<file path="src/sv/ebt_pkg.sv">
// Shared types and constants for the expression byte tokenizer.
`default_nettype none

package ebt_pkg;

	localparam logic [3:0] KIND_LPAREN   = 4'd0;
	localparam logic [3:0] KIND_RPAREN   = 4'd1;
	localparam logic [3:0] KIND_VARIABLE = 4'd2;
	localparam logic [3:0] KIND_PLUS     = 4'd3;
	localparam logic [3:0] KIND_MINUS    = 4'd4;
	localparam logic [3:0] KIND_POWER    = 4'd5;
	localparam logic [3:0] KIND_SPACING  = 4'd6;
	localparam logic [3:0] KIND_NUMBER   = 4'd7;
	localparam logic [3:0] KIND_UNKNOWN  = 4'd8;
	localparam logic [3:0] KIND_END      = 4'd9;

	localparam logic [1:0] RUN_NONE  = 2'd0;
	localparam logic [1:0] RUN_SPACE = 2'd1;
	localparam logic [1:0] RUN_NUM   = 2'd2;

	localparam logic [7:0] CHAR_LPAREN = 8'h28;
	localparam logic [7:0] CHAR_RPAREN = 8'h29;
	localparam logic [7:0] CHAR_X      = 8'h78;
	localparam logic [7:0] CHAR_PLUS   = 8'h2B;
	localparam logic [7:0] CHAR_MINUS  = 8'h2D;
	localparam logic [7:0] CHAR_CARET  = 8'h5E;
	localparam logic [7:0] CHAR_DOT    = 8'h2E;
	localparam logic [7:0] CHAR_SPACE  = 8'h20;
	localparam logic [7:0] CHAR_TAB    = 8'h09;
	localparam logic [7:0] CHAR_CR     = 8'h0D;
	localparam logic [7:0] CHAR_LF     = 8'h0A;
	localparam logic [7:0] CHAR_ZERO   = 8'h30;
	localparam logic [7:0] CHAR_NINE   = 8'h39;

	localparam logic [1:0]  DOT_LIMIT = 2'd2;
	localparam logic [15:0] LEN_MAX   = 16'hFFFF;

	typedef struct packed {
		logic       mode;
		logic [7:0] char_code;
	} in_t;

	typedef struct packed {
		logic [3:0]  token_kind;
		logic [15:0] start_position;
		logic [15:0] token_length;
		logic        last_of_item;
		logic        too_long;
	} out_t;

endpackage

`default_nettype wire

</file>
<file path="src/sv/expression_byte_tokenizer.sv">
// Top level: input register, lexer and a two-word result buffer.
// An accepted input word is registered, classified by the lexer and written into the
// result buffer. Throughput: one input word per cycle while each word yields at most
// one token and the receiver takes results; a word that yields two tokens holds the
// input until the two-entry result buffer has room for both.
// Reset clears the position counter, open run, overflow flag and both buffers.
`default_nettype none

module expression_byte_tokenizer #(
	parameter int POSITION_BITS = 16
) (
	input  wire           clk,
	input  wire           arst_n,
	input  wire           in_valid,
	output logic          in_ready,
	input  ebt_pkg::in_t  in_data,
	output logic          out_valid,
	input  wire           out_ready,
	output ebt_pkg::out_t out_data
);

	logic          valid_s1;
	ebt_pkg::in_t  data_s1;
	logic          advance;

	ebt_pkg::out_t res0;
	ebt_pkg::out_t res1;
	logic [1:0]    res_count;

	ebt_pkg::out_t slot_q [2];
	ebt_pkg::out_t slot_nxt [2];
	logic [1:0]    count_q;
	logic [1:0]    count_pop;
	logic [2:0]    count_need;
	logic          pop;

	ebt_lexer #(
		.POSITION_BITS(POSITION_BITS)
	) u_lexer (
		.clk      (clk),
		.arst_n   (arst_n),
		.commit   (advance),
		.word     (data_s1),
		.res0     (res0),
		.res1     (res1),
		.res_count(res_count)
	);

	assign out_valid = (count_q != 2'd0);
	assign out_data  = slot_q[0];
	assign pop       = out_valid && out_ready;

	assign count_pop  = count_q - {1'b0, pop};
	assign count_need = {1'b0, count_pop} + {1'b0, res_count};
	// advance only when every token of this word fits after this cycle's pop
	assign advance    = valid_s1 && (count_need <= 3'd2);
	assign in_ready   = !valid_s1 || advance;

	always_ff @(posedge clk or negedge arst_n) begin
		if (!arst_n) begin
			valid_s1 <= 1'b0;
		end else if (in_ready) begin
			valid_s1 <= in_valid;
		end
	end

	always_ff @(posedge clk) begin
		if (in_ready && in_valid) begin
			data_s1 <= in_data;
		end
	end

	always_comb begin
		slot_nxt[0] = pop ? slot_q[1] : slot_q[0];
		slot_nxt[1] = slot_q[1];
		if (advance && res_count != 2'd0) begin
			if (count_pop[0]) begin
				slot_nxt[1] = res0;
			end else begin
				slot_nxt[0] = res0;
				slot_nxt[1] = res1;
			end
		end
	end

	always_ff @(posedge clk) begin
		slot_q[0] <= slot_nxt[0];
		slot_q[1] <= slot_nxt[1];
	end

	always_ff @(posedge clk or negedge arst_n) begin
		if (!arst_n) begin
			count_q <= 2'd0;
		end else begin
			count_q <= advance ? count_need[1:0] : count_pop;
		end
	end

endmodule

`default_nettype wire

</file>
<file path="src/sv/ebt_lexer.sv">
// Token classification, run tracking and position counting for one word.
`default_nettype none

module ebt_lexer #(
	parameter int POSITION_BITS = 16
) (
	input  wire               clk,
	input  wire               arst_n,
	input  wire               commit,
	input  ebt_pkg::in_t      word,
	output ebt_pkg::out_t     res0,
	output ebt_pkg::out_t     res1,
	output logic [1:0]        res_count
);

	logic [POSITION_BITS-1:0] position_q;
	logic [POSITION_BITS-1:0] run_start_q;
	logic [1:0]               run_kind_q;
	logic [15:0]              run_length_q;
	logic [1:0]               dot_q;
	logic                     overflow_q;

	logic       is_end;
	logic [7:0] c;
	logic       single_hit;
	logic [3:0] single_kind;
	logic [1:0] want;
	logic       cont;
	logic       flush;
	logic       emit_single;
	logic       emit_second;
	logic       pos_sat;
	logic       len_sat;
	logic       ovf_new;
	logic [3:0] flush_kind;
	logic [1:0] dot_base;
	logic [1:0] dot_next;
	ebt_pkg::out_t flush_tok;
	ebt_pkg::out_t second_tok;

	assign is_end = word.mode;
	assign c      = word.char_code;

	always_comb begin
		single_hit  = 1'b1;
		single_kind = ebt_pkg::KIND_UNKNOWN;
		want        = ebt_pkg::RUN_NONE;
		unique case (c)
			ebt_pkg::CHAR_LPAREN: single_kind = ebt_pkg::KIND_LPAREN;
			ebt_pkg::CHAR_RPAREN: single_kind = ebt_pkg::KIND_RPAREN;
			ebt_pkg::CHAR_X:      single_kind = ebt_pkg::KIND_VARIABLE;
			ebt_pkg::CHAR_PLUS:   single_kind = ebt_pkg::KIND_PLUS;
			ebt_pkg::CHAR_MINUS:  single_kind = ebt_pkg::KIND_MINUS;
			ebt_pkg::CHAR_CARET:  single_kind = ebt_pkg::KIND_POWER;
			default: begin
				if (c == ebt_pkg::CHAR_SPACE || c == ebt_pkg::CHAR_TAB ||
				    c == ebt_pkg::CHAR_CR || c == ebt_pkg::CHAR_LF) begin
					single_hit = 1'b0;
					want       = ebt_pkg::RUN_SPACE;
				end else if ((c >= ebt_pkg::CHAR_ZERO && c <= ebt_pkg::CHAR_NINE) ||
				             c == ebt_pkg::CHAR_DOT) begin
					single_hit = 1'b0;
					want       = ebt_pkg::RUN_NUM;
				end
			end
		endcase
	end

	assign pos_sat = (position_q == {POSITION_BITS{1'b1}});
	assign len_sat = (run_length_q == ebt_pkg::LEN_MAX);

	assign cont        = !is_end && (want != ebt_pkg::RUN_NONE) && (want == run_kind_q);
	assign flush       = (run_kind_q != ebt_pkg::RUN_NONE) && (is_end || !cont);
	assign emit_single = !is_end && !cont && single_hit;
	assign emit_second = is_end || emit_single;
	assign res_count   = {1'b0, flush} + {1'b0, emit_second};

	// the end marker reports the flag as it stands; a byte adds its own saturation
	assign ovf_new = is_end ? overflow_q : (overflow_q | pos_sat | (cont & len_sat));

	assign flush_kind = (run_kind_q == ebt_pkg::RUN_SPACE) ? ebt_pkg::KIND_SPACING :
	                    (dot_q >= ebt_pkg::DOT_LIMIT)      ? ebt_pkg::KIND_UNKNOWN :
	                                                         ebt_pkg::KIND_NUMBER;

	always_comb begin
		flush_tok.token_kind     = flush_kind;
		flush_tok.start_position = 16'(run_start_q);
		flush_tok.token_length   = run_length_q;
		flush_tok.last_of_item   = !emit_second;
		flush_tok.too_long       = ovf_new;

		second_tok.token_kind     = is_end ? ebt_pkg::KIND_END : single_kind;
		second_tok.start_position = 16'(position_q);
		second_tok.token_length   = 16'd1;
		second_tok.last_of_item   = 1'b1;
		second_tok.too_long       = ovf_new;
	end

	assign res0 = flush ? flush_tok : second_tok;
	assign res1 = second_tok;

	// a new or dropped run starts counting dots from zero
	assign dot_base = cont ? dot_q : 2'd0;
	assign dot_next = (want == ebt_pkg::RUN_NUM && c == ebt_pkg::CHAR_DOT &&
	                   dot_base < ebt_pkg::DOT_LIMIT) ? dot_base + 2'd1 : dot_base;

	always_ff @(posedge clk or negedge arst_n) begin
		if (!arst_n) begin
			position_q   <= '0;
			run_start_q  <= '0;
			run_kind_q   <= ebt_pkg::RUN_NONE;
			run_length_q <= '0;
			dot_q        <= '0;
			overflow_q   <= 1'b0;
		end else if (commit) begin
			if (is_end) begin
				position_q   <= '0;
				run_start_q  <= '0;
				run_kind_q   <= ebt_pkg::RUN_NONE;
				run_length_q <= '0;
				dot_q        <= '0;
				overflow_q   <= 1'b0;
			end else begin
				if (cont) begin
					if (!len_sat) begin
						run_length_q <= run_length_q + 16'd1;
					end
				end else begin
					run_kind_q   <= want;
					run_start_q  <= (want != ebt_pkg::RUN_NONE) ? position_q : '0;
					run_length_q <= (want != ebt_pkg::RUN_NONE) ? 16'd1 : 16'd0;
				end
				dot_q      <= dot_next;
				overflow_q <= ovf_new;
				if (!pos_sat) begin
					position_q <= position_q + POSITION_BITS'(1);
				end
			end
		end
	end

endmodule

`default_nettype wire

</file>
<file path="config.mk">
export PLATFORM = sky130hd
export DESIGN_NAME = expression_byte_tokenizer
export DESIGN_NICKNAME = d
export VERILOG_FILES = /design/src/sv/ebt_pkg.sv /design/src/sv/expression_byte_tokenizer.sv /design/src/sv/ebt_lexer.sv
export SDC_FILE = /design/constraint.sdc
export NUM_CORES = 1
export LEC_CHECK = 0
export ABC_AREA = 1
export ABC_CLOCK_PERIOD_IN_PS = 7500
export BUFFER_PORTS_ARGS = -buffer_cell sky130_fd_sc_hd__buf_2
export CAP_MARGIN = 20
export CORE_ASPECT_RATIO = 1.75
export CORE_MARGIN = 3
export CORE_UTILIZATION = 28
export CTS_CLUSTER_DIAMETER = 50
export DETAILED_ROUTE_END_ITERATION = 8
export HOLD_SLACK_MARGIN = 0.06
export SLEW_MARGIN = 20
export SYNTH_ARGS = -nofsm -noshare
export SYNTH_HDL_FRONTEND = slang
export SYNTH_SLANG_ARGS = --single-unit
</file>
<file path="constraint.sdc">
create_clock -name clk -period 7.5 [get_ports clk]
set_clock_uncertainty 0.1 [all_clocks]
set_input_delay 1.5 -clock clk [delete_from_list [all_inputs] [get_ports clk]]
set_output_delay 1.5 -clock clk [all_outputs]
set_load 0.01 [all_outputs]
</file>
==> flow_metrics.env <==
export IMPL_status="complete, no violations"
export IMPL_grt_max_degree=57
export IMPL_hold_viol_final=0
export IMPL_setup_viol=0
export IMPL_cts_sinks=141
export IMPL_cp_top_family="simple AND/OR/NAND/NOR gates"
export IMPL_synth_edff_count=47
export IMPL_synth_fp_nets=993
export IMPL_path_cells="inv_2, nand2_1, nor2_2, nand2_2, nand2_4, nor2_1, nor2_1, buf_4, nand2_2, nand2_2, inv_2, ha_1, ha_1, fa_1, a21oi_1, nor2_1, inv_1, buf_2"
export IMPL_synthFlopType="dfrtp_1"
export IMPL_synth_seq_area_share=0.4761
export IMPL_wl_per_cell_um=15.33
export IMPL_synth_top_area_cell="edfxtp_1"
export IMPL_n_antenna_cell=0
export IMPL_syn2layout_area_growth_pct=10.74
export IMPL_maxCapViolations=0
export IMPL_synth_top_cell_area_share=0.1880
export IMPL_post_route_period_util=0.8163
export IMPL_start_kind="register"
export IMPL_tritoncts="yes"
export IMPL_cts_buffers=17
export IMPL_crit_required_ns=5.90
export IMPL_via_per_inst=4.767
export IMPL_port_buffers=52
export IMPL_dp_hpwl_um=13630
export IMPL_cp_max_fo=40
export IMPL_htreeDepth=4
export IMPL_die_x_um=129.8
export IMPL_routed_wl_um=19930
export IMPL_pwr_density_cell_nw_per_um2=474.9
export IMPL_grt_first_pass_wirelength_um=32060
export IMPL_ir_worst_vdd_v=0.0004843
export IMPL_clkSlewWorstSetupHoldPaths_ns=0.06
export IMPL_cellLeakagePower_nw=3.664
export IMPL_cts_hold_buf=0
export IMPL_place_inst=1268
export IMPL_hold_path_class="reg -> reg"
export IMPL_dieHeight_um=222.6
export IMPL_root_buffer="clkbuf_16"
export IMPL_synth_area_leaders="edfxtp_1, dfrtp_1, nand2_1"
export IMPL_postLayoutCoreUtil=0.3178
export IMPL_ctsResizeCount=0
export IMPL_synthDistinctLibCells=38
export IMPL_fin_setup_tns_ns=0
export IMPL_dr_pass1_iters=5
export IMPL_clockBufferDepth=2
export IMPL_fillers=2795
export IMPL_period_needed_ns=6.122
export IMPL_syn_area_per_cell_sq_um=7.722
export IMPL_post_cts_buffers=0
export IMPL_grt_setup_unrepaired="no"
export IMPL_crit_arrival_ns=4.52
export IMPL_relSlewSlack=0.3279
export IMPL_grt_pass1_vias=6204
export IMPL_yosysWarningCount=0
export IMPL_drc_errors=0
export IMPL_syn_inst=972
export IMPL_async_flop_share=0.3972
export IMPL_die_area_sq_um=28880
export IMPL_syn_area_sq_um=7506
export IMPL_ant_nets=0
export IMPL_rows=78
export IMPL_max_stage_delay_ns=0.55
export IMPL_worstSkewPairLatency_ns=0.43
export IMPL_core_area_sq_um=26160
export IMPL_ios=53
export IMPL_drive_gt1_frac=0.1184
export IMPL_synth_seq_cells=141
export IMPL_antenna_found_initial=0
export IMPL_fin_nets=988
export IMPL_gp_congestion=0.8651
export IMPL_tightest_slew_ns=1.001
export IMPL_grt_total_usage=0.1424
export IMPL_crit_buf_inv=5
export IMPL_drv_slew=0
export IMPL_cp_slowest_cell="nand2_2"
export IMPL_layoutNonFillerInstCount=1300
export IMPL_start_util=0.2870
export IMPL_fmax_mhz=163.3
export IMPL_drtIter0Drc=475
export IMPL_vias=6197
export IMPL_grt_overflow=0
export IMPL_cp_end_kind="output port"
export IMPL_worstSetupPathType="reg -> out"
[layer usage]
layer  GRT usage  vias up  wire length (um)
met4     0.06074        0               552
met2      0.2742      138             11160
met1      0.1419     2908              7289
li1            -     3117                 -
met3     0.03079       34               927
met5           0        -                 0
[Yosys cell counts, drive strengths merged, types with 3 or more instances]
cell type and count:
a21oi 7, buf 63, clkbuf 23, dfrtp 56, dfxtp 38, edfxtp 47
ha 7, inv 81, nand2 314, nand3 134, nand4 12, nor2 51
nor3 25, o21ai 73, o31ai 3, or2 12, xor2 17
[worst reg2reg max path: stages, from the launching register on]
cell      delay [ns]
edfxtp_1        0.42
inv_2           0.07
nand2_1         0.05
nor2_2          0.21
nand2_2         0.15
nand2_4         0.12
nor2_1          0.05
nor2_1          0.08
buf_4           0.30
nand2_2         0.55
nand2_2         0.24
inv_2           0.16
ha_1            0.35
ha_1            0.20
fa_1            0.45
a21oi_1         0.22
inv_1           0.10
nor2_4          0.17
o21ai_1         0.38
inv_1           0.46
nand3_1         0.19
nor2_1          0.21
nand3_1         0.13
nor2_1          0.11
nor2_1          0.05
[cells in the final DEF (no fill, tap or decap), types with 2 or more instances in the layout]
| cell type | count |
|---|---|
| o31ai_1 | 3 |
| nor2_1 | 44 |
| o21ai_0 | 54 |
| nor3_1 | 25 |
| dfrtp_1 | 56 |
| nor2_4 | 4 |
| inv_6 | 2 |
| a21oi_1 | 7 |
| nand4_1 | 12 |
| clkbuf_16 | 17 |
| inv_1 | 76 |
| edfxtp_1 | 47 |
| nor2_2 | 3 |
| xor2_1 | 17 |
| or2_2 | 2 |
| inv_2 | 5 |
| buf_4 | 9 |
| nand3b_1 | 2 |
| nand3_1 | 132 |
| or2_0 | 3 |
| nand2_2 | 5 |
| clkinv_4 | 7 |
| nand3_2 | 2 |
| dfxtp_1 | 38 |
| buf_2 | 52 |
| clkinv_2 | 2 |
| o21ai_1 | 18 |
| ha_1 | 7 |
| nand2_1 | 308 |
| or2_1 | 7 |
[worst paths after layout]
path / start / endpoint / slack [ns] / cells after the start
setup / recovery: data_s1[4] / in_ready / 1.38 / 18
hold / removal: u_lexer.overflow_q / u_lexer.overflow_q / 0.41 / 2
setup reg to reg: data_s1[4] / u_lexer.position_q[12] / 1.85 / 24
hold reg to reg: u_lexer.overflow_q / u_lexer.overflow_q / 0.41 / 2
max in group asynchronous: arst_n / u_lexer.run_kind_q[0] / 5.60 / 2
min in group asynchronous: arst_n / u_lexer.run_start_q[15] / 1.13 / 2
[flip-flops by register name, summed over array words and instances (netlist names)]
signal and count:
count_q 2, data_s1 9, slot_q 76, u_lexer.dot_q 2, u_lexer.overflow_q 1, u_lexer.position_q 16
u_lexer.run_kind_q 2, u_lexer.run_length_q 16, u_lexer.run_start_q 16, valid_s1 1
[report_power, final]
| group | internal (mW) | switching, mW |
|---|---|---|
| clock | 0.462 | 0.349 |
| sequential | 1.16 | 0.131 |
| combinational | 0.463 | 1.38 |
[metrics by stage]
step | cell area (sq um) | power, mW | setup slack (ns) | hold slack, ns
floorplan | 7506 | 2.738 | 1.152 | 0.3489
global placement | 7730 | 3.152 | 1.450 | 0.3916
detailed placement | 7745 | 3.182 | 1.394 | 0.3973
CTS | 8312 | 4.010 | 1.317 | 0.4135
global route | 8312 | 4.257 | 1.072 | 0.4359
finish | 8312 | 3.947 | 1.378 | 0.4076
[cells by family (layout without fill, tap and decap cells)]
logic type	count (synthesis)	after routing	synth area share
AND/OR/NAND/NOR	554	554	0.3221
buffers and inverters	167	175	0.1087
flip-flops	141	141	0.4761
AO/OA/AOI/OAI	84	84	0.05784
XOR/XNOR	18	18	0.02100
adder cells (fa/ha/maj)	8	8	0.01434
[area by class of cell]
type | instances | area, sq um | share of cell area
Timing Repair Buffer | 62 | 342.8 | 0.04125
Clock buffer | 18 | 429.2 | 0.05163
Multi-Input combinational cell | 664 | 3124 | 0.3759
Inverter | 81 | 304.0 | 0.03658
Clock inverter | 14 | 137.6 | 0.01656
Sequential cell | 141 | 3573 | 0.4299
Tap cell | 320 | 400.4 | 0.04817
No activity file was read; power rests on OpenSTA's default activity.
